## src/sv/krt_pkg.sv

```systemverilog
// ----------------------------------------------------------------------------
// krt_pkg
// Shared types and codes for the keyed record table.
// ----------------------------------------------------------------------------
package krt_pkg;

  localparam int KEY_W    = 20;
  localparam int NAME_W   = 64;
  localparam int SCORE_W  = 10;
  localparam int REQ_W    = 2;
  localparam int STATUS_W = 2;
  localparam int ENTRY_W  = 7;

  // request codes
  typedef enum logic [REQ_W-1:0] {
    REQ_INSERT = 2'd0,
    REQ_LOOKUP = 2'd1,
    REQ_DELETE = 2'd2
  } req_t;

  // result status codes
  typedef enum logic [STATUS_W-1:0] {
    ST_DONE = 2'd0,
    ST_MISS = 2'd1,
    ST_FULL = 2'd2
  } status_t;

  // request travelling down the cell chain; once hit is set the key, name
  // and score fields carry the matched record instead of the request
  typedef struct packed {
    logic [REQ_W-1:0]   req;
    logic [KEY_W-1:0]   key;
    logic [NAME_W-1:0]  name;
    logic [SCORE_W-1:0] score;
    logic               hit;
  } pkt_t;

endpackage

```

## src/sv/krt_cell.sv

```systemverilog
// ----------------------------------------------------------------------------
// krt_cell
// One table slot: holds a record and one stage of the request chain.
// ----------------------------------------------------------------------------
module krt_cell import krt_pkg::*; #(
  parameter int IDX = 0,
  parameter int CW  = 7,
  parameter int NW  = 64
) (
  input  logic               clk,
  input  logic               rst_n,
  input  logic               en,
  input  logic [CW-1:0]      count,
  input  logic               pkt_v_i,
  input  pkt_t               pkt_i,
  output logic               pkt_v_o,
  output pkt_t               pkt_o,
  input  logic [KEY_W-1:0]   nb_key_i,
  input  logic [NW-1:0]      nb_name_i,
  input  logic [SCORE_W-1:0] nb_score_i,
  output logic [KEY_W-1:0]   key_o,
  output logic [NW-1:0]      name_o,
  output logic [SCORE_W-1:0] score_o
);

  localparam logic [CW-1:0] MY_IDX = CW'(IDX);

  logic               pkt_v_r;
  pkt_t               pkt_r;
  logic [KEY_W-1:0]   key_r;
  logic [NW-1:0]      name_r;
  logic [SCORE_W-1:0] score_r;

  logic occupied;
  logic search;
  logic match;
  logic shift;
  logic ins;

  // per-slot decisions for the request held here
  always_comb begin
    occupied = (MY_IDX < count);
    search   = (pkt_r.req == REQ_LOOKUP) || (pkt_r.req == REQ_DELETE);
    match    = pkt_v_r && search && !pkt_r.hit && occupied && (pkt_r.key == key_r);
    shift    = pkt_v_r && (pkt_r.req == REQ_DELETE) && (pkt_r.hit || match);
    ins      = pkt_v_r && (pkt_r.req == REQ_INSERT) && (count == MY_IDX);
  end

  // outgoing request: pick up this record on the first match
  always_comb begin
    pkt_o = pkt_r;
    if (match) begin
      pkt_o.hit   = 1'b1;
      pkt_o.key   = key_r;
      pkt_o.name  = NAME_W'(name_r);
      pkt_o.score = score_r;
    end
  end

  assign pkt_v_o = pkt_v_r;
  assign key_o   = key_r;
  assign name_o  = name_r;
  assign score_o = score_r;

  // chain stage
  always_ff @(posedge clk) begin
    if (!rst_n) begin
      pkt_v_r <= 1'b0;
    end else if (en) begin
      pkt_v_r <= pkt_v_i;
    end
  end

  always_ff @(posedge clk) begin
    if (en) begin
      pkt_r <= pkt_i;
    end
  end

  // record: append on insert, pull from upper neighbor behind a delete
  always_ff @(posedge clk) begin
    if (en) begin
      if (ins) begin
        key_r   <= pkt_r.key;
        name_r  <= pkt_r.name[NW-1:0];
        score_r <= pkt_r.score;
      end else if (shift) begin
        key_r   <= nb_key_i;
        name_r  <= nb_name_i;
        score_r <= nb_score_i;
      end
    end
  end

endmodule

```

## config.mk

```make
export PLATFORM = sky130hd
export DESIGN_NAME = krt_cell
export DESIGN_NICKNAME = d
export VERILOG_FILES = /design/src/sv/krt_pkg.sv /design/src/sv/krt_cell.sv
export SDC_FILE = /design/constraint.sdc
export NUM_CORES = 1
export LEC_CHECK = 0
export BUFFER_PORTS_ARGS = -buffer_cell sky130_fd_sc_hd__buf_2
export CORE_AREA = 5 5 148 150
export CTS_CLUSTER_DIAMETER = 150
export DETAILED_ROUTE_END_ITERATION = 8
export DIE_AREA = 0 0 153 155
export GPL_TIMING_DRIVEN = 0
export HOLD_SLACK_MARGIN = 0.08
export PLACE_DENSITY_LB_ADDON = 0.3
export SETUP_SLACK_MARGIN = 0.02
export SYNTH_ARGS = -nofsm -noshare
export SYNTH_HDL_FRONTEND = slang
export SYNTH_SLANG_ARGS = --single-unit
```

## constraint.sdc

```tcl
create_clock -name clk -period 5.9 [get_ports clk]
set_clock_uncertainty 0.15 [all_clocks]
set_input_delay 1.18 -clock clk [delete_from_list [all_inputs] [get_ports clk]]
set_output_delay 1.18 -clock clk [all_outputs]
set_load 0.02 [all_outputs]
```

### Word level (Yosys, flattened, before mapping)

Cells that the tools add are included.

* register bits: 192
* bits of input ports: 202
* output and inout port bits: 192

* $lt $le $gt $ge: 1
* equal/unequal tests: 3
* mux-type cells: 7
* reduce and logical (&&, ||, !) cells: 15

Operator list (count)
* $mux W64: 2
* $mux W95: 1
* $mux W20: 2
* $eq A20 B20 Y1: 1
* $mux W10: 2
* $logic_and A1 B1 Y1: 8
* $logic_not A7 Y1: 1
* $lt A1 B7 Y1 const A: 1
* $eq A2 B1 Y1 const B: 1
* $eq A2 B2 Y1 const B: 1
* $logic_not A2 Y1: 1
* $logic_or A1 B1 Y1: 2
* $reduce_and A2 Y1: 1
* $reduce_bool A2 Y1: 1
* $logic_not A1 Y1: 1

### Depth between registers and ports, before layout

* depth in word-level cells: 10
* mapped depth: 9

### Least setup slack after synthesis

No wires, ideal clock.

* kind: in2reg
* start: input count[2]
* end: register key_r[0], in the netlist key_o[0], enable pin
* arrival: 4.534 ns
* path slack: 0.755 ns
* stages on the path: 6
* buffers on the path: 1
* path through: or4_4 -> nor4_4 -> nand3_1 -> buf_2 -> nand2b_1 -> o2111a_1

* longest elaborated chain between the ends: 7

RTL lines
* start, declared: RTL line krt_cell.sv:13 `input logic [CW-1:0] count,`
* $lt A1 B7 Y1: RTL line krt_cell.sv:42 `occupied = (MY_IDX < count);`
* $logic_and A1 B1 Y1 (2 in a row): RTL line krt_cell.sv:44 `match = pkt_v_r && search && !pkt_r.hit && occupied && (pkt_r.key == key_r);`
* $logic_or A1 B1 Y1: RTL line krt_cell.sv:45 `shift = pkt_v_r && (pkt_r.req == REQ_DELETE) && (pkt_r.hit || match);`
* $logic_and A1 B1 Y1: RTL line krt_cell.sv:45
* $reduce_bool A2 Y1 (no source line) *
* $reduce_and A2 Y1 (no source line) *
* end signal, assigned: RTL line krt_cell.sv:84 `key_r <= pkt_r.key;`
* end signal, assigned: RTL line krt_cell.sv:88 `key_r <= nb_key_i;`
* end, declared: RTL line krt_cell.sv:30 `logic [KEY_W-1:0] key_r;`

Every way passes the cells marked *; elsewhere a longest branch is shown, timed or not.
A chain may end at the register's enable or synchronous reset.

==> run metrics <==
status completed; Port-buffer cells approximately 390; CTS tree yes; Hold Vio Cnt, Final 0; Worst-path clk slew 70 ps; reg2reg path depth 9; Fillers between 1500 and 2000; CP arrival 3340 ps; number of H-tree levels 4; Critical Path RT about 4600 ps; Rel. slew slack a little over half; power share of the clock group 39.1%; area delta synth->final 36.02%; Post-Synth XOR/XNOR Area under 10%; vias in the first global route between 5000 and 6000; Post-Synth Adder-Cell Area less than 1%; # IOs 394; row count 53; Nets about 1100; Critical Path End pkt_o[37]; ratio of cells with drive above 1 in the final layout between 70% and 80%; DR WL/cell 19.52 µm; Inserted Clock Buffers 17; Flop pwr share around 51%; cell area after synthesis ~8300 µm²; post-layout minimum cycle time 4667 ps; Crit Reg-Reg Startpoint pkt_r[75]; Max-Cap Viols 0; die area roughly 24000 µm²; pwr dens between 200 and 300 nW/µm²; Placer Congestion just over 0.8; proportion of synthesized area in mux cells between 20% and 30%; pin slew with the least headroom to its limit 687.8 ps; post-DP HPWL 17230 µm; Yosys warnings 0; cell family contributing the most delay on the critical path simple AND/OR/NAND/NOR gates; sw power roughly 740 µW; Max Buffers Root-to-Sink 2; sequential element share of the synthesized area 68.96%; CP max FO 10; commonest non-fill, non-tap cell in the layout buf_2; R2R Path End name_o[36]; Worst-Skew Late Latency about 430 ps; post-CTS sizing 0; post-synthesis simple-gate area fraction between 1 and 1.5%; CP Launch Type primary input; die extent in y around 160 µm; Initial Util about two fifths; Mapped Avg Cell Area 18.88 µm²; via/cell ratio 4.693; drt pass-1 iters 4; CP bufs+invs 5; internal power 2416 µW; Die Wd 153 µm; Crit path depth 10; count of final setup violators 0; period utilization around four fifths; Vias about 5400; placed cell area approximately 11000 µm²; worst hold path startpoint pkt_r[43]; critical-path cell list buf_2 -> or4_4 -> nor4_4 -> nor3_1 -> and4_1 -> clkbuf_1 -> buf_6 -> buf_6 -> mux2_4 -> buf_2; Synth Net Count between 600 and 700; worst vdd ir ~210 µV; P_leak 0.004716 µW; switch share 23.34%; first-pass GRT wire length ~34000 µm; kind of critical path in -> out; core area roughly 21000 µm²; CTS hold repair buffers 0; largest family of logic cells by synthesized area multiplexers; Worst setup EP type output pin; total track usage between 10% and 20%; combinational share of power 10.1%; Worst Hold Class reg -> reg; DRC viols 0; Synth Instances between 400 and 500; Total Wirelength around 22000 µm; Seq cells post-synth about 190; DRT iter0 DRCs ~190; Critical Path Start count[2]; GRT overflow 0; number of post-CTS setup repair buffers 0; Fmax ~0.21 GHz; Worst path slowest cell or4_4; R2R Setup Slk between 2000 and 3000 ps; Synth cell types 27; CTS Root Cell clkbuf_16; number of antenna violations at the first check in global routing 4; DRT antenna net count 0; Slew Viols, Final 0; Fin Hold WS ~430 ps; RSZ-0062 raised after global routing no; pin count of the biggest net entering global routing between 50 and 60; CP peak stage delay between 500 and 600 ps; Compound-Gate Fraction of Synth Area less than 1%; Design Area, Final approximately 11000 µm²; most frequent cells in the layout buf_2, edfxtp_1, mux2_2; clk sinks about 190
power by group through the flow:
| stage | registers [µW] | logic (µW) | clock network, µW |
|---|---|---|---|
| 2_1_floorplan | 1620 | 169 | 0 |
| 3_3_place_gp | 1630 | 315 | 0 |
| 3_5_place_dp | 1630 | 322 | 0 |
| 4_1_cts | 1600 | 324 | 1260 |
| 5_1_grt | 1610 | 345 | 1320 |
| 6_report | 1600 | 319 | 1230 |
per-stage QoR:
stage | worst slack, ps | setup TNS [ps] | utilization (%) | total power, µW | instances
detailed placement | 1172 | 0 | 52.17 | 1954 | 1112
CTS | 1163 | 0 | 55.22 | 3187 | 1144
finish | 1233 | 0 | 55.23 | 3151 | 1145
global placement | -1495 | -139940 | 51.84 | 1946 | 1110
floorplan | 754.7 | 0 | - | 1794 | 442
global route | 1091 | 0 | 55.23 | 3276 | 1145
layout make-up:
cell class | instances | area, µm² | area share, %
clock buffer | 19 | 432.9 | 3.813
inverter | 2 | 7.507 | 0.06612
timing repair buffer | 395 | 2024 | 17.83
clock inverter | 13 | 193.9 | 1.708
tap | 275 | 344.1 | 3.031
sequential | 192 | 5756 | 50.69
buffer | 41 | 210.2 | 1.851
multi-input combinational | 207 | 2382 | 20.98
antenna | 1 | 2.502 | 0.02204
cells in the mapped netlist:
| cell | instances | area (µm²) |
|---|---|---|
| a21o_1 | 1 | 7.510 |
| and4_1 | 1 | 8.760 |
| buf_1 | 4 | 15.01 |
| buf_2 | 9 | 45.04 |
| buf_4 | 2 | 15.01 |
| buf_6 | 5 | 56.30 |
| clkbuf_1 | 21 | 78.83 |
| dfxtp_1 | 1 | 20.02 |
| edfxtp_1 | 191 | 5736 |
| ha_1 | 2 | 25.02 |
| inv_1 | 2 | 7.510 |
| mux2_2 | 130 | 1464 |
| mux2_4 | 38 | 570.6 |
| mux2i_1 | 1 | 10.01 |
| nand2b_1 | 1 | 6.260 |
| nand3_1 | 1 | 5.000 |
| nand4_1 | 2 | 12.51 |
| nand4b_1 | 1 | 8.760 |
| nor2b_1 | 1 | 6.260 |
| nor3_1 | 1 | 5.000 |
| nor4_1 | 3 | 18.77 |
| nor4_4 | 1 | 21.27 |
| o2111a_1 | 1 | 11.26 |
| or2_2 | 1 | 6.260 |
| or4_4 | 1 | 11.26 |
| xnor2_1 | 9 | 78.83 |
| xor2_1 | 11 | 96.34 |
flip-flops by register name, indices dropped and copies added, names as in the netlist:
signal and count:
score_o 10, pkt_v_o 1, pkt_r 95, name_o 64
key_o 20, pkt_o 2
worst register-to-register path: stages, from the launching register on:
cell and delay (ps):
edfxtp_1 430, xnor2_1 210, nand4_1 120, nor4_1 200
and4_1 260, clkbuf_1 210, buf_6 210, buf_6 210
o2111a_4 690, buf_16 340
how the worst min path moves through the flow:
stage                     depth (start not counted)    endpoint  slack [ps]
final                                             1  name_o[32]         430
after global routing                              1  name_o[32]         440
after CTS                                         1  name_o[32]         430
after detailed placement                          1  name_o[23]         410
after global placement                            1  name_o[25]         410
after floorplan                                   1  score_o[0]         400
metal layers:
layer / up-vias / wire [µm] / track usage [%] / share of wire (%)
met4: 6 / 517 / 5.812 / 2.3
li1: 2523 / - / - / -
met2: 240 / 11340 / 31.51 / 51
met1: 2567 / 8536 / 21.56 / 38
met5: - / 39 / 0 / 0.17
met3: 37 / 1922 / 7.260 / 8.6
kinds of logic (layout without fill, tap and decap cells):
group	count (synthesis)	in the layout
buf+inv	43	470
xor+xnor	20	20
simple gates	14	14
fa+ha+maj	2	2
other cells	0	1
compound gates	2	2
flops	192	192
mux	169	169
No activity file was read; power rests on OpenSTA's default activity.
