--- src/sv/krt_pkg.sv ---
// ----------------------------------------------------------------------------
// krt_pkg
// Shared types and codes for the keyed record table.
// ----------------------------------------------------------------------------
package krt_pkg;

  localparam int KEY_W    = 20;
  localparam int NAME_W   = 64;
  localparam int SCORE_W  = 10;
  localparam int REQ_W    = 2;
  localparam int STATUS_W = 2;
  localparam int ENTRY_W  = 7;

  // request codes
  typedef enum logic [REQ_W-1:0] {
    REQ_INSERT = 2'd0,
    REQ_LOOKUP = 2'd1,
    REQ_DELETE = 2'd2
  } req_t;

  // result status codes
  typedef enum logic [STATUS_W-1:0] {
    ST_DONE = 2'd0,
    ST_MISS = 2'd1,
    ST_FULL = 2'd2
  } status_t;

  // request travelling down the cell chain; once hit is set the key, name
  // and score fields carry the matched record instead of the request
  typedef struct packed {
    logic [REQ_W-1:0]   req;
    logic [KEY_W-1:0]   key;
    logic [NAME_W-1:0]  name;
    logic [SCORE_W-1:0] score;
    logic               hit;
  } pkt_t;

endpackage

--- src/sv/krt_ctrl.sv ---
// ----------------------------------------------------------------------------
// krt_ctrl
// Request admission, record count and result register.
// ----------------------------------------------------------------------------
module krt_ctrl import krt_pkg::*; #(
  parameter int DEPTH = 64,
  parameter int CW    = 7
) (
  input  logic                clk,
  input  logic                rst_n,
  input  logic                in_valid,
  output logic                in_stall,
  input  logic                exit_v,
  input  pkt_t                exit_pkt,
  output logic                en,
  output logic [CW-1:0]       count,
  output logic                out_valid,
  input  logic                out_stall,
  output logic [STATUS_W-1:0] out_status,
  output logic [KEY_W-1:0]    out_key_out,
  output logic [NAME_W-1:0]   out_name_out,
  output logic [SCORE_W-1:0]  out_score_out,
  output logic [ENTRY_W-1:0]  out_entries_now
);

  localparam logic [CW-1:0] FULL_CNT = CW'(DEPTH);

  logic                busy_r, busy_nxt;
  logic [CW-1:0]       count_r, count_nxt;
  logic                out_valid_r, out_valid_nxt;
  logic [STATUS_W-1:0] status_r;
  logic [KEY_W-1:0]    key_r;
  logic [NAME_W-1:0]   name_r;
  logic [SCORE_W-1:0]  score_r;
  logic [CW-1:0]       cnt_out_r;
  logic [CW+ENTRY_W-1:0] cnt_ext;

  logic    accept;
  logic    cap;
  status_t st;
  logic [CW-1:0] new_count;

  assign accept = in_valid && !busy_r;
  assign cap    = exit_v && (!out_valid_r || !out_stall);
  assign en     = !(exit_v && out_valid_r && out_stall);

  // status and new count for the request leaving the chain
  always_comb begin
    st        = ST_MISS;
    new_count = count_r;
    case (exit_pkt.req)
      REQ_INSERT: begin
        if (count_r == FULL_CNT) begin
          st = ST_FULL;
        end else begin
          st        = ST_DONE;
          new_count = count_r + CW'(1);
        end
      end
      REQ_LOOKUP: begin
        st = exit_pkt.hit ? ST_DONE : ST_MISS;
      end
      REQ_DELETE: begin
        if (exit_pkt.hit) begin
          st        = ST_DONE;
          new_count = count_r - CW'(1);
        end
      end
      default: begin
        st = ST_MISS;
      end
    endcase
  end

  // control next state
  always_comb begin
    busy_nxt      = busy_r;
    count_nxt     = count_r;
    out_valid_nxt = out_valid_r;
    if (out_valid_r && !out_stall) begin
      out_valid_nxt = 1'b0;
    end
    if (cap) begin
      busy_nxt      = 1'b0;
      count_nxt     = new_count;
      out_valid_nxt = 1'b1;
    end
    if (accept) begin
      busy_nxt = 1'b1;
    end
  end

  always_ff @(posedge clk) begin
    if (!rst_n) begin
      busy_r      <= 1'b0;
      count_r     <= '0;
      out_valid_r <= 1'b0;
    end else begin
      busy_r      <= busy_nxt;
      count_r     <= count_nxt;
      out_valid_r <= out_valid_nxt;
    end
  end

  // result payload
  always_ff @(posedge clk) begin
    if (cap) begin
      status_r  <= st;
      key_r     <= exit_pkt.hit ? exit_pkt.key   : '0;
      name_r    <= exit_pkt.hit ? exit_pkt.name  : '0;
      score_r   <= exit_pkt.hit ? exit_pkt.score : '0;
      cnt_out_r <= new_count;
    end
  end

  assign cnt_ext         = {{ENTRY_W{1'b0}}, cnt_out_r};
  assign in_stall        = busy_r;
  assign count           = count_r;
  assign out_valid       = out_valid_r;
  assign out_status      = status_r;
  assign out_key_out     = key_r;
  assign out_name_out    = name_r;
  assign out_score_out   = score_r;
  assign out_entries_now = cnt_ext[ENTRY_W-1:0];

endmodule

--- config.mk ---
export PLATFORM = sky130hd
export DESIGN_NAME = krt_ctrl
export DESIGN_NICKNAME = d
export VERILOG_FILES = /design/src/sv/krt_pkg.sv /design/src/sv/krt_ctrl.sv
export SDC_FILE = /design/constraint.sdc
export NUM_CORES = 1
export LEC_CHECK = 0
export BUFFER_PORTS_ARGS = -buffer_cell sky130_fd_sc_hd__clkbuf_2
export CAP_MARGIN = 10
export CELL_PAD_IN_SITES_DETAIL_PLACEMENT = 1
export CELL_PAD_IN_SITES_GLOBAL_PLACEMENT = 2
export CORE_MARGIN = 2
export CORE_UTILIZATION = 29
export DETAILED_ROUTE_END_ITERATION = 10
export MAX_ROUTING_LAYER = met4
export PLACE_DENSITY_LB_ADDON = 0.1
export SYNTH_ARGS = -nofsm -noshare
export SYNTH_HDL_FRONTEND = slang
export SYNTH_SLANG_ARGS = --single-unit
--- constraint.sdc ---
create_clock -name clk -period 3 [get_ports clk]
set_clock_uncertainty 0.2 [all_clocks]
set_input_delay 0 -clock clk [delete_from_list [all_inputs] [get_ports clk]]
set_output_delay 0 -clock clk [all_outputs]
set_load 0.01 [all_outputs]
After elaboration in Yosys (flattened, before gate mapping)
Cells that the tools add are included.
{ "totals": {"reg_bits": 112, "output_inout_bits": 113, "elab_cells": 37} }
{ "op_classes": {"addsub": 2, "n_eq_ne": 3, "n_mux": 10, "n_reduce_logical": 14} }
{ "ops": {"columns": ["op", "n"], "rows": [
  ["7-bit 2-to-1 mux", 2],
  ["7-bit one-hot mux with 2 select lines", 1],
  ["7-bit by 1-bit adder with 7-bit output (second input constant)", 1],
  ["7-bit == test (second input constant)", 1],
  ["7-bit by 1-bit subtractor with 7-bit output (second input constant)", 1],
  ["1-bit logical AND", 5],
  ["1-bit 2-to-1 mux", 5],
  ["1-bit zero test", 4],
  ["2-bit one-hot mux with 2 select lines", 1],
  ["2-bit nonzero test", 2],
  ["2-bit by 1-bit == test with 1-bit output (second input constant)", 1],
  ["2-bit == test (second input constant)", 1],
  ["2-bit zero test", 1],
  ["2-bit 2-to-1 mux", 1],
  ["2-bit OR reduction", 1],
  ["1-bit logical OR", 1]
]} }

Depth between registers and ports, before layout
Gate-level depths: netlist of the first run.
{ "depth": {"word_depth": 5, "depth_mapped": 7} }

Least setup slack after synthesis of the first run
No wires, ideal clock.
{ "synth_timing": {"path_kind": "reg-to-reg", "from": "register out_valid_r (netlist: out_valid)", "to": "register count_r[4] (netlist: count[4])", "arrival_time_ns": 2.333, "t_required_ns": 2.705, "slack_ns": 0.371, "path_stages_with_launch": 6, "period_less_slack_ns": 2.629, "cell_sequence": "dfxtp_1 a21bo_2 inv_1 buf_2 nand2b_1 a221oi_1"} }
{ "synth_via": {"elab_chain_cells": 3} }
{ "synth_lines": {"columns": ["item", "line_no", "rtl"], "rows": [
  ["from (decl)", "krt_ctrl.sv:30", "logic out_valid_r, out_valid_nxt;"],
  ["from (signal assigned)", "krt_ctrl.sv:101", "out_valid_r <= out_valid_nxt;"],
  ["1-bit zero test", "krt_ctrl.sv:44", "assign cap = exit_v && (!out_valid_r || !out_stall);"],
  ["1-bit logical OR", "krt_ctrl.sv:44", null],
  ["1-bit logical AND", "krt_ctrl.sv:44", null],
  ["named net cap", "krt_ctrl.sv:39", "logic cap;"],
  ["to (signal assigned)", "krt_ctrl.sv:100", "count_r <= count_nxt;"],
  ["to (decl)", "krt_ctrl.sv:29", "logic [CW-1:0] count_r, count_nxt;"]
]} }
The timed path passes the listed nets, and every way through them passes these cells.
A chain may end at the register's enable or synchronous reset.

Worst setup path after layout of the first run
{ "layout_timing": {"from": "register count_r[0] (netlist: count[0])", "to": "register cnt_out_r[3] (netlist: out_entries_now[3]), data pin"} }
{ "layout_via": {"elab_chain_cells": 3, "elab_cells_between_ends": 6, "classes_between": "2 x add/sub; 1 x eq/ne; 3 x mux"} }
{ "layout_lines": {"columns": ["item", "line_no", "rtl"], "rows": [
  ["7-bit by 1-bit subtractor with 7-bit output, or another cell as far along", "krt_ctrl.sv:66", "new_count = count_r - CW'(1);"],
  ["7-bit 2-to-1 mux, on equally long branches", "krt_ctrl.sv:64, krt_ctrl.sv:53", null],
  ["7-bit one-hot mux with 2 select lines (*)", "krt_ctrl.sv:51", "case (exit_pkt.req)"],
  ["named net new_count[3]", "krt_ctrl.sv:41", "logic [CW-1:0] new_count;"],
  ["to (signal assigned)", "krt_ctrl.sv:112", "cnt_out_r <= new_count;"],
  ["to (decl)", "krt_ctrl.sv:35", "logic [CW-1:0] cnt_out_r;"]
]} }
Mark *: on every way through the listed nets, which the timed path passes. The rest lies on a longest branch.

==> results of run 1 <==
## power groups by stage
stage	Clock, mW	Sequential [mW]	Combinational (mW)
2_1_floorplan	0	1.95	0.140
3_3_place_gp	0	1.89	0.403
3_5_place_dp	0	1.90	0.408
4_1_cts	1.15	1.86	0.520
5_1_grt	1.20	1.87	0.562
6_report	1.10	1.86	0.512
## timing repair
item | CTS | global route
hold buffers | 102 | 0
hold endpoints to repair | 104 | 0
resized for setup | 0 | 0
## per-layer routing
| layer | GRT usage (%) | up-vias | wire length (um) |
|---|---|---|---|
| met5 | - | - | 0 |
| met4 | 6.14 | 0 | 216 |
| met3 | 2.41 | 14 | 530 |
| met2 | 27.7 | 109 | 6820 |
| met1 | 18.9 | 1746 | 5510 |
| li1 | - | 1765 | - |
## metrics by stage
step / std cells / util, % / hold slack, ns / power (mW)
CTS: 823 / 46.7 / 0.0464 / 3.53
detailed placement: 705 / 38.2 / 0.0467 / 2.30
global placement: 705 / 38.2 / 0.0356 / 2.29
global route: 823 / 46.7 / 0.0788 / 3.63
finish: 824 / 46.7 / 0.0454 / 3.47
floorplan: 315 / - / -0.0970 / 2.09
## logic make-up after synthesis
logic type,Yosys count,share of synthesized area (%)
muxes,4,0.912
buffers and inverters,27,2.46
xor gates and xnor gates,1,0.193
DFF,112,72.3
adders and majority gates,4,1.11
and+or+nand+nor,132,17.6
AOI/OAI and AO/OA,35,5.47
## Yosys cell counts
| library cell | count |
|---|---|
| buf_2 | 5 |
| nand2_1 | 7 |
| a2bb2oi_1 | 1 |
| mux2i_1 | 3 |
| nor4_1 | 1 |
| and4b_1 | 1 |
| nor3b_4 | 1 |
| nand4_1 | 2 |
| a31oi_2 | 1 |
| edfxtp_1 | 103 |
| or2_2 | 1 |
| o31a_1 | 1 |
| dfxtp_1 | 9 |
| a31oi_1 | 3 |
| buf_4 | 1 |
| clkbuf_1 | 11 |
| a21bo_2 | 1 |
| o22ai_1 | 2 |
| nor3_1 | 3 |
| a221o_1 | 1 |
| o211a_1 | 1 |
| ha_1 | 4 |
| mux2_2 | 1 |
| o21ai_0 | 7 |
| and2_1 | 94 |
| inv_1 | 10 |
| a22oi_1 | 1 |
| and4_1 | 1 |
| nand2b_1 | 2 |
| nand3_1 | 6 |
| or3b_1 | 1 |
| a221oi_1 | 4 |
| o21a_1 | 1 |
| a21oi_1 | 5 |
| a41oi_1 | 1 |
| and3_1 | 2 |
| xnor2_1 | 1 |
| nor2_1 | 9 |
| or3_1 | 1 |
| a211oi_1 | 5 |
## area by class of cell
type / count / area, um^2 / share of cell area (%)
Sequential cell: 112 / 3270 / 46.1
Inverter: 10 / 40.0 / 0.564
Clock inverter: 6 / 33.8 / 0.476
Clock buffer: 10 / 229 / 3.23
Timing Repair Buffer: 321 / 2140 / 30.2
Antenna cell: 1 / 2.50 / 0.0352
Multi-Input combinational cell: 176 / 1140 / 16.1
Tap cell: 188 / 235 / 3.31
## critical path, stage by stage (launching register included)
cell	delay, ns
dfxtp_1	0.37
inv_1	0.12
ha_1	0.21
nor3b_4	0.31
a31oi_2	0.25
a221oi_1	0.44
nor2_1	0.09
## worst paths after layout
check	startpoint	endpoint	slack [ns]	cells after the start
setup / recovery	count[0]	out_entries_now[3]	0.76	6
hold / removal	out_stall	count[1]	0.05	3
setup reg to reg	count[0]	out_entries_now[3]	0.76	6
hold reg to reg	count[0]	count[0]	0.44	2
## sequential cells by signal, indices dropped and copies added (netlist names)
name,flops
out_score_out,10
out_name_out,64
out_valid,1
count,7
out_entries_now,7
in_stall,1
out_key_out,20
out_status,2
==> insert_results.sql, run 1 <==
INSERT INTO impl_metrics (metric_group, metric, value, unit) VALUES
('floorplanning', 'die_width', '129', 'um'),
('timing', 'slew-limit-headroom', '59.5', '%'),
('timing', 'setup-violations-final', '0', ''),
('clock_network', 'clock_insertion_delay_worst_skew', '0.34', 'ns'),
('power_and_ir_drop', 'p_per_area', '489', 'nW/um^2'),
('drt', 'drt_pass_1_iters', '4', ''),
('yosys', 'ys.warnings.count', '0', ''),
('final_layout', 'post-route-cell-area', '7100', 'um^2'),
('power_and_ir_drop', 'ir_drop', '254', 'uV'),
('yosys', 'synth_largest_type_area_fraction', '68.3', '%'),
('final_layout', 'most-common-layout-cells', 'clkbuf_2 (214), edfxtp_1 (103), dlygate4sd3_1 (102), and2_1 (94)', ''),
('grt', 'grt_antenna_before_repair', '0', ''),
('placed_design', 'pre_cts_ws', '0.758', 'ns'),
('timing', 'max_slew.worst_pin.slew', '0.608', 'ns'),
('power_and_ir_drop', 'part_of_the_total_power_dissipated_in_sequential_elements', '53.5', '%'),
('clock_network', 'clock_pin_slew_on_the_worst_setup_and_hold_paths', '0.07', 'ns'),
('drt', 'vias', '3634', ''),
('min_path', 'worst_hold_path_type', 'in2reg', ''),
('power_and_ir_drop', 'sw_share', '23.8', '%'),
('grt', 'grt_util_all_layers', '16.0', '%'),
('placed_design', 'place_area', '5810', 'um^2'),
('timing', 'worst_slack', '0.758', 'ns'),
('clock_network', 'htree_levels', '3', ''),
('yosys', 'post_synth_num_cell_types', '40', ''),
('flow_run', 'max-cap-violations', '0', ''),
('worst_setup_path', 'worst-endpoint-arrival', '2.13', 'ns'),
('timing', 'final_critical_path_share_of_the_clock_period', '74.7', '%'),
('placed_design', 'buffer_ports.inserted', '214', ''),
('yosys', 'netlist_top_cells_area', 'edfxtp_1 (68%), and2_1 (13%), dfxtp_1 (4.0%)', ''),
('clock_network', 'cts_setup_buffers', '0', ''),
('timing', 'timing.final.max_slew_violations', '0', ''),
('final_layout', 'areaGrowthSynthToFinish', '56.8', '%'),
('timing', 'post-route-min-period', '2.24', 'ns'),
('drt', 'routed_wire_length_per_instance', '15.9', 'um'),
('drt', 'drt-vias-per-instance', '4.41', ''),
('clock_network', 'root_buffer', 'clkbuf_16', ''),
('drt', 'route.detailed.drc', '0', ''),
('timing', 'timing.final.hold_violations', '0', ''),
('floorplanning', 'floorplan.io_pins', '215', ''),
('drt', 'drt_wl_total', '13100', 'um'),
('outcome', 'run_status', 'completed', ''),
('grt', 'grt_pass1_wl', '19800', 'um'),
('worst_setup_path', 'timing.critical_path.required', '2.88', 'ns'),
('clock_network', 'clock_buffer_count_from_cts', '9', ''),
('yosys', 'synthCells', '315', ''),
('clock_network', 'cts.sinks', '112', ''),
('timing', 'setup-tns-final', '0', 'ns'),
('power_and_ir_drop', 'clockPowerShare', '31.7', '%'),
('final_layout', 'final_common_cell', 'clkbuf_2', ''),
('power_and_ir_drop', 'power.switching', '0.826', 'mW'),
('worst_setup_path', 'critical_path.max_fanout', '7', ''),
('floorplanning', 'design.die.area', '16600', 'um^2'),
('yosys', 'netlist.top_cell.by_area', 'edfxtp_1', ''),
('power_and_ir_drop', 'power.combinational.fraction', '14.8', '%'),
('yosys', 'synthesis.area_per_instance', '14.4', 'um^2'),
('final_layout', 'fill_cells', '1656', ''),
('drt', 'route.antenna.remaining_nets', '0', ''),
('clock_network', 'cts_tree', 'yes', ''),
('timing', 'grt_setup_unrepaired', 'no', ''),
('grt', 'first_global_vias', '3768', ''),
('worst_setup_path', 'worst-setup-path-type', 'reg2reg', ''),
('floorplanning', 'die_height', '129', 'um'),
('placed_design', 'detailed_place_hpwl', '8800', 'um'),
('placed_design', 'rd_place_congestion', '0.809', ''),
('timing', 'maximum_clock_frequency', '0.446', 'GHz'),
('yosys', 'postSynthNetCount', '421', ''),
('floorplanning', 'cell_rows', '45', ''),
('final_layout', 'proportion_of_layout_cells_with_a_drive_suffix_above_1', '37.3', '%'),
('final_layout', 'finish.net_count', '736', ''),
('yosys', 'seq_area_frac_synth', '72.3', '%'),
('yosys', 'postSynthRegisterBits', '112', ''),
('floorplanning', 'floorplan.initialDensity', '29.8', '%'),
('yosys', 'syn-cell-area', '4530', 'um^2'),
('power_and_ir_drop', 'internal-power', '2.65', 'mW'),
('clock_network', 'cts_max_path_buffers', '2', ''),
('grt', 'grt_max_degree', '48', ''),
('power_and_ir_drop', 'p_leak', '3.07', 'nW'),
('worst_setup_path', 'cp-start-kind', 'flop', ''),
('grt', 'grt_total_ovfl', '0', ''),
('floorplanning', 'coreArea', '15200', 'um^2'),
('drt', 'drt_iter0_markers', '157', ''),
('worst_setup_path', 'critical_path.endpoint_type', 'flop', '');
Note: power is estimated with default switching activity, not from simulation.
==> run 2, diff against run 1 <==
--- a/config.mk
+++ b/config.mk
@@ -10,7 +10,7 @@
 export CELL_PAD_IN_SITES_DETAIL_PLACEMENT = 1
 export CELL_PAD_IN_SITES_GLOBAL_PLACEMENT = 2
 export CORE_MARGIN = 2
-export CORE_UTILIZATION = 29
+export CORE_UTILIZATION = 26
 export DETAILED_ROUTE_END_ITERATION = 10
 export MAX_ROUTING_LAYER = met4
 export PLACE_DENSITY_LB_ADDON = 0.1
==> constraint.sdc (replaced) <==
create_clock -name clk -period 1.87 [get_ports clk]
set_clock_uncertainty 0.2 [all_clocks]
set_input_delay 0 -clock clk [delete_from_list [all_inputs] [get_ports clk]]
set_output_delay 0 -clock clk [all_outputs]
set_load 0.01 [all_outputs]
==> insert_results.sql, run 2 (synthesis gave the netlist of run 1 again) <==
INSERT INTO impl_metrics (metric_group, metric, value, unit) VALUES
('worst_setup_path', 'critical_path.endpoint_type', 'flop', ''),
('final_layout', 'multiInputGateArea', '1240', 'um^2'),
('timing', 'final_critical_path_share_of_the_clock_period', '102', '%'),
('clock_network', 'clock_buffer_count_from_cts', '9', ''),
('final_layout', 'post-route-cell-area', '7480', 'um^2'),
('grt', 'grt_antenna_before_repair', '0', ''),
('final_layout', 'register_area', '3280', 'um^2'),
('final_layout', 'areaGrowthSynthToFinish', '65.2', '%'),
('final_layout', 'fill_cells', '1929', ''),
('worst_setup_path', 'critical_path.max_fanout', '5', ''),
('clock_network', 'htree_levels', '3', ''),
('power_and_ir_drop', 'power.combinational.fraction', '15.3', '%'),
('final_layout', 'proportion_of_layout_cells_with_a_drive_suffix_above_1', '42.8', '%'),
('worst_setup_path', 'worst_r2r_src', 'count[1]', ''),
('power_and_ir_drop', 'ir_drop', '385', 'uV'),
('clock_network', 'cts_tree', 'yes', ''),
('min_path', 'worst_hold_path_type', 'in2reg', ''),
('placed_design', 'buffer_ports.inserted', '214', ''),
('power_and_ir_drop', 'p_per_area', '798', 'nW/um^2'),
('grt', 'grt_pass1_wl', '20800', 'um'),
('outcome', 'run_status', 'complete, but fails checks', ''),
('final_layout', 'final_common_cell', 'clkbuf_2', ''),
('clock_network', 'clock_insertion_delay_worst_skew', '0.35', 'ns'),
('timing', 'max_slew.worst_pin.slew', '0.411', 'ns'),
('floorplanning', 'coreArea', '17200', 'um^2'),
('timing', 'slew-limit-headroom', '72.5', '%'),
('clock_network', 'root_buffer', 'clkbuf_16', ''),
('drt', 'vias', '3695', ''),
('clock_network', 'cts.sinks', '112', ''),
('floorplanning', 'die_width', '136', 'um'),
('placed_design', 'rd_place_congestion', '0.754', ''),
('floorplanning', 'design.die.area', '18500', 'um^2'),
('drt', 'route.detailed.drc', '0', ''),
('final_layout', 'max_reg_flops', '64', ''),
('power_and_ir_drop', 'clockPowerShare', '34.8', '%'),
('worst_setup_path', 'worst-endpoint-arrival', '1.86', 'ns'),
('final_layout', 'insertedDiodeCount', '0', ''),
('power_and_ir_drop', 'sw_share', '23.3', '%'),
('worst_setup_path', 'cp-start-kind', 'flop', ''),
('floorplanning', 'cell_rows', '48', ''),
('drt', 'drt_wl_total', '13600', 'um'),
('timing', 'setup-tns-final', '-0.0576', 'ns'),
('grt', 'grt_max_degree', '49', ''),
('grt', 'grt_util_all_layers', '15.1', '%'),
('flow_run', 'max-cap-violations', '0', ''),
('outcome', 'violations_in_the_final_reports', 'setup timing', ''),
('timing', 'worst_slack', '-0.0304', 'ns'),
('drt', 'routed_wire_length_per_instance', '15.4', 'um'),
('drt', 'drt_iter0_markers', '147', ''),
('clock_network', 'cts_max_path_buffers', '2', ''),
('power_and_ir_drop', 'power.switching', '1.39', 'mW'),
('grt', 'first_global_vias', '3964', ''),
('placed_design', 'detailed_place_hpwl', '9510', 'um'),
('power_and_ir_drop', 'internal-power', '4.58', 'mW'),
('timing', 'grt_setup_unrepaired', 'yes', ''),
('grt', 'grt_total_ovfl', '0', ''),
('worst_setup_path', 'worstSetupStartpoint', 'count[1]', ''),
('clock_network', 'clock_pin_slew_on_the_worst_setup_and_hold_paths', '0.07', 'ns'),
('power_and_ir_drop', 'p_leak', '3.22', 'nW'),
('timing', 'maximum_clock_frequency', '0.526', 'GHz'),
('drt', 'drt_pass_1_iters', '4', ''),
('floorplanning', 'floorplan.initialDensity', '26.4', '%'),
('drt', 'route.antenna.remaining_nets', '0', ''),
('power_and_ir_drop', 'part_of_the_total_power_dissipated_in_sequential_elements', '49.9', '%'),
('worst_setup_path', 'worst-setup-path-type', 'reg2reg', ''),
('timing', 'timing.final.hold_violations', '0', ''),
('drt', 'drt-vias-per-instance', '4.19', ''),
('placed_design', 'place_area', '6020', 'um^2'),
('timing', 'post-route-min-period', '1.90', 'ns'),
('min_path', 'hold_start', 'exit_pkt[0]', ''),
('final_layout', 'most-common-layout-cells', 'clkbuf_2 (214), edfxtp_1 (103), dlygate4sd3_1 (100), and2_1 (94), buf_4 (25)', ''),
('timing', 'setup-violations-final', '3', ''),
('final_layout', 'finish.net_count', '758', ''),
('floorplanning', 'floorplan.io_pins', '215', ''),
('timing', 'timing.final.max_slew_violations', '0', ''),
('worst_setup_path', 'timing.critical_path.required', '1.83', 'ns'),
('floorplanning', 'die_height', '136', 'um');
run 2: layer usage:
metal  part of all wire (%)  wire (um)  track usage (%)  vias up
li1                       -          -                -     1803
met1                     42       5660             17.3     1778
met2                     52       7110             26.8      103
met3                    4.9        664             3.17       11
met4                    1.3        178             4.51        0
met5                      0          0                -        -
run 2: final cells by class:
cell class,instances,area share [%]
multi-input cells,176,16.6
inverters,10,0.535
clock inverters,7,1.24
clock buffers,9,3.01
repair buffers,343,31.0
flip-flops and latches,112,43.8
well taps,225,3.76
run 2: worst paths after layout:
check	endpoint	slack (ns)	cells after the start
hold / removal	count[2]	0.06	3
setup reg to reg	out_entries_now[6]	-0.03	6
setup / recovery	out_entries_now[6]	-0.03	6
hold reg to reg	in_stall	0.29	1
run 2: per-stage QoR:
step | power [mW] | cells | util (%) | worst slack, ns | hold WS (ns)
after CTS | 6.07 | 880 | 43.2 | -0.0536 | 0.0279
final | 5.97 | 882 | 43.6 | -0.0304 | 0.0583
after global placement | 3.72 | 759 | 35.1 | -0.0819 | 0.0375
after global routing | 6.24 | 882 | 43.6 | -0.157 | 0.0869
after floorplan | 3.35 | 315 | - | -0.00739 | -0.0970
after detailed placement | 3.74 | 759 | 35.1 | -0.117 | 0.0604
run 2: power by group through the flow:
stage	clock network [mW]	logic (mW)	registers [mW]
finish	2.08	0.915	2.97
CTS	2.17	0.917	2.98
global placement	0	0.697	3.02
global route	2.24	1.01	2.99
floorplan	0	0.234	3.12
detailed placement	0	0.707	3.03
run 2: repair_timing:
| action | 4_1_cts | 5_1_grt |
|---|---|---|
| buffers inserted | 5 | 2 |
| hold endpoints to repair | 104 | 0 |
| pin swaps | 11 | 5 |
| resized for setup | 11 | 9 |
| setup endpoints to repair | 12 | 12 |
| hold buffers | 100 | 0 |
run 2: worst max-delay path: stages (launching register included):
cell     delay (ns)
dfxtp_2        0.33
inv_2          0.07
ha_4           0.14
nor3b_4        0.31
a41oi_1        0.16
or3b_1         0.40
o21ai_0        0.11
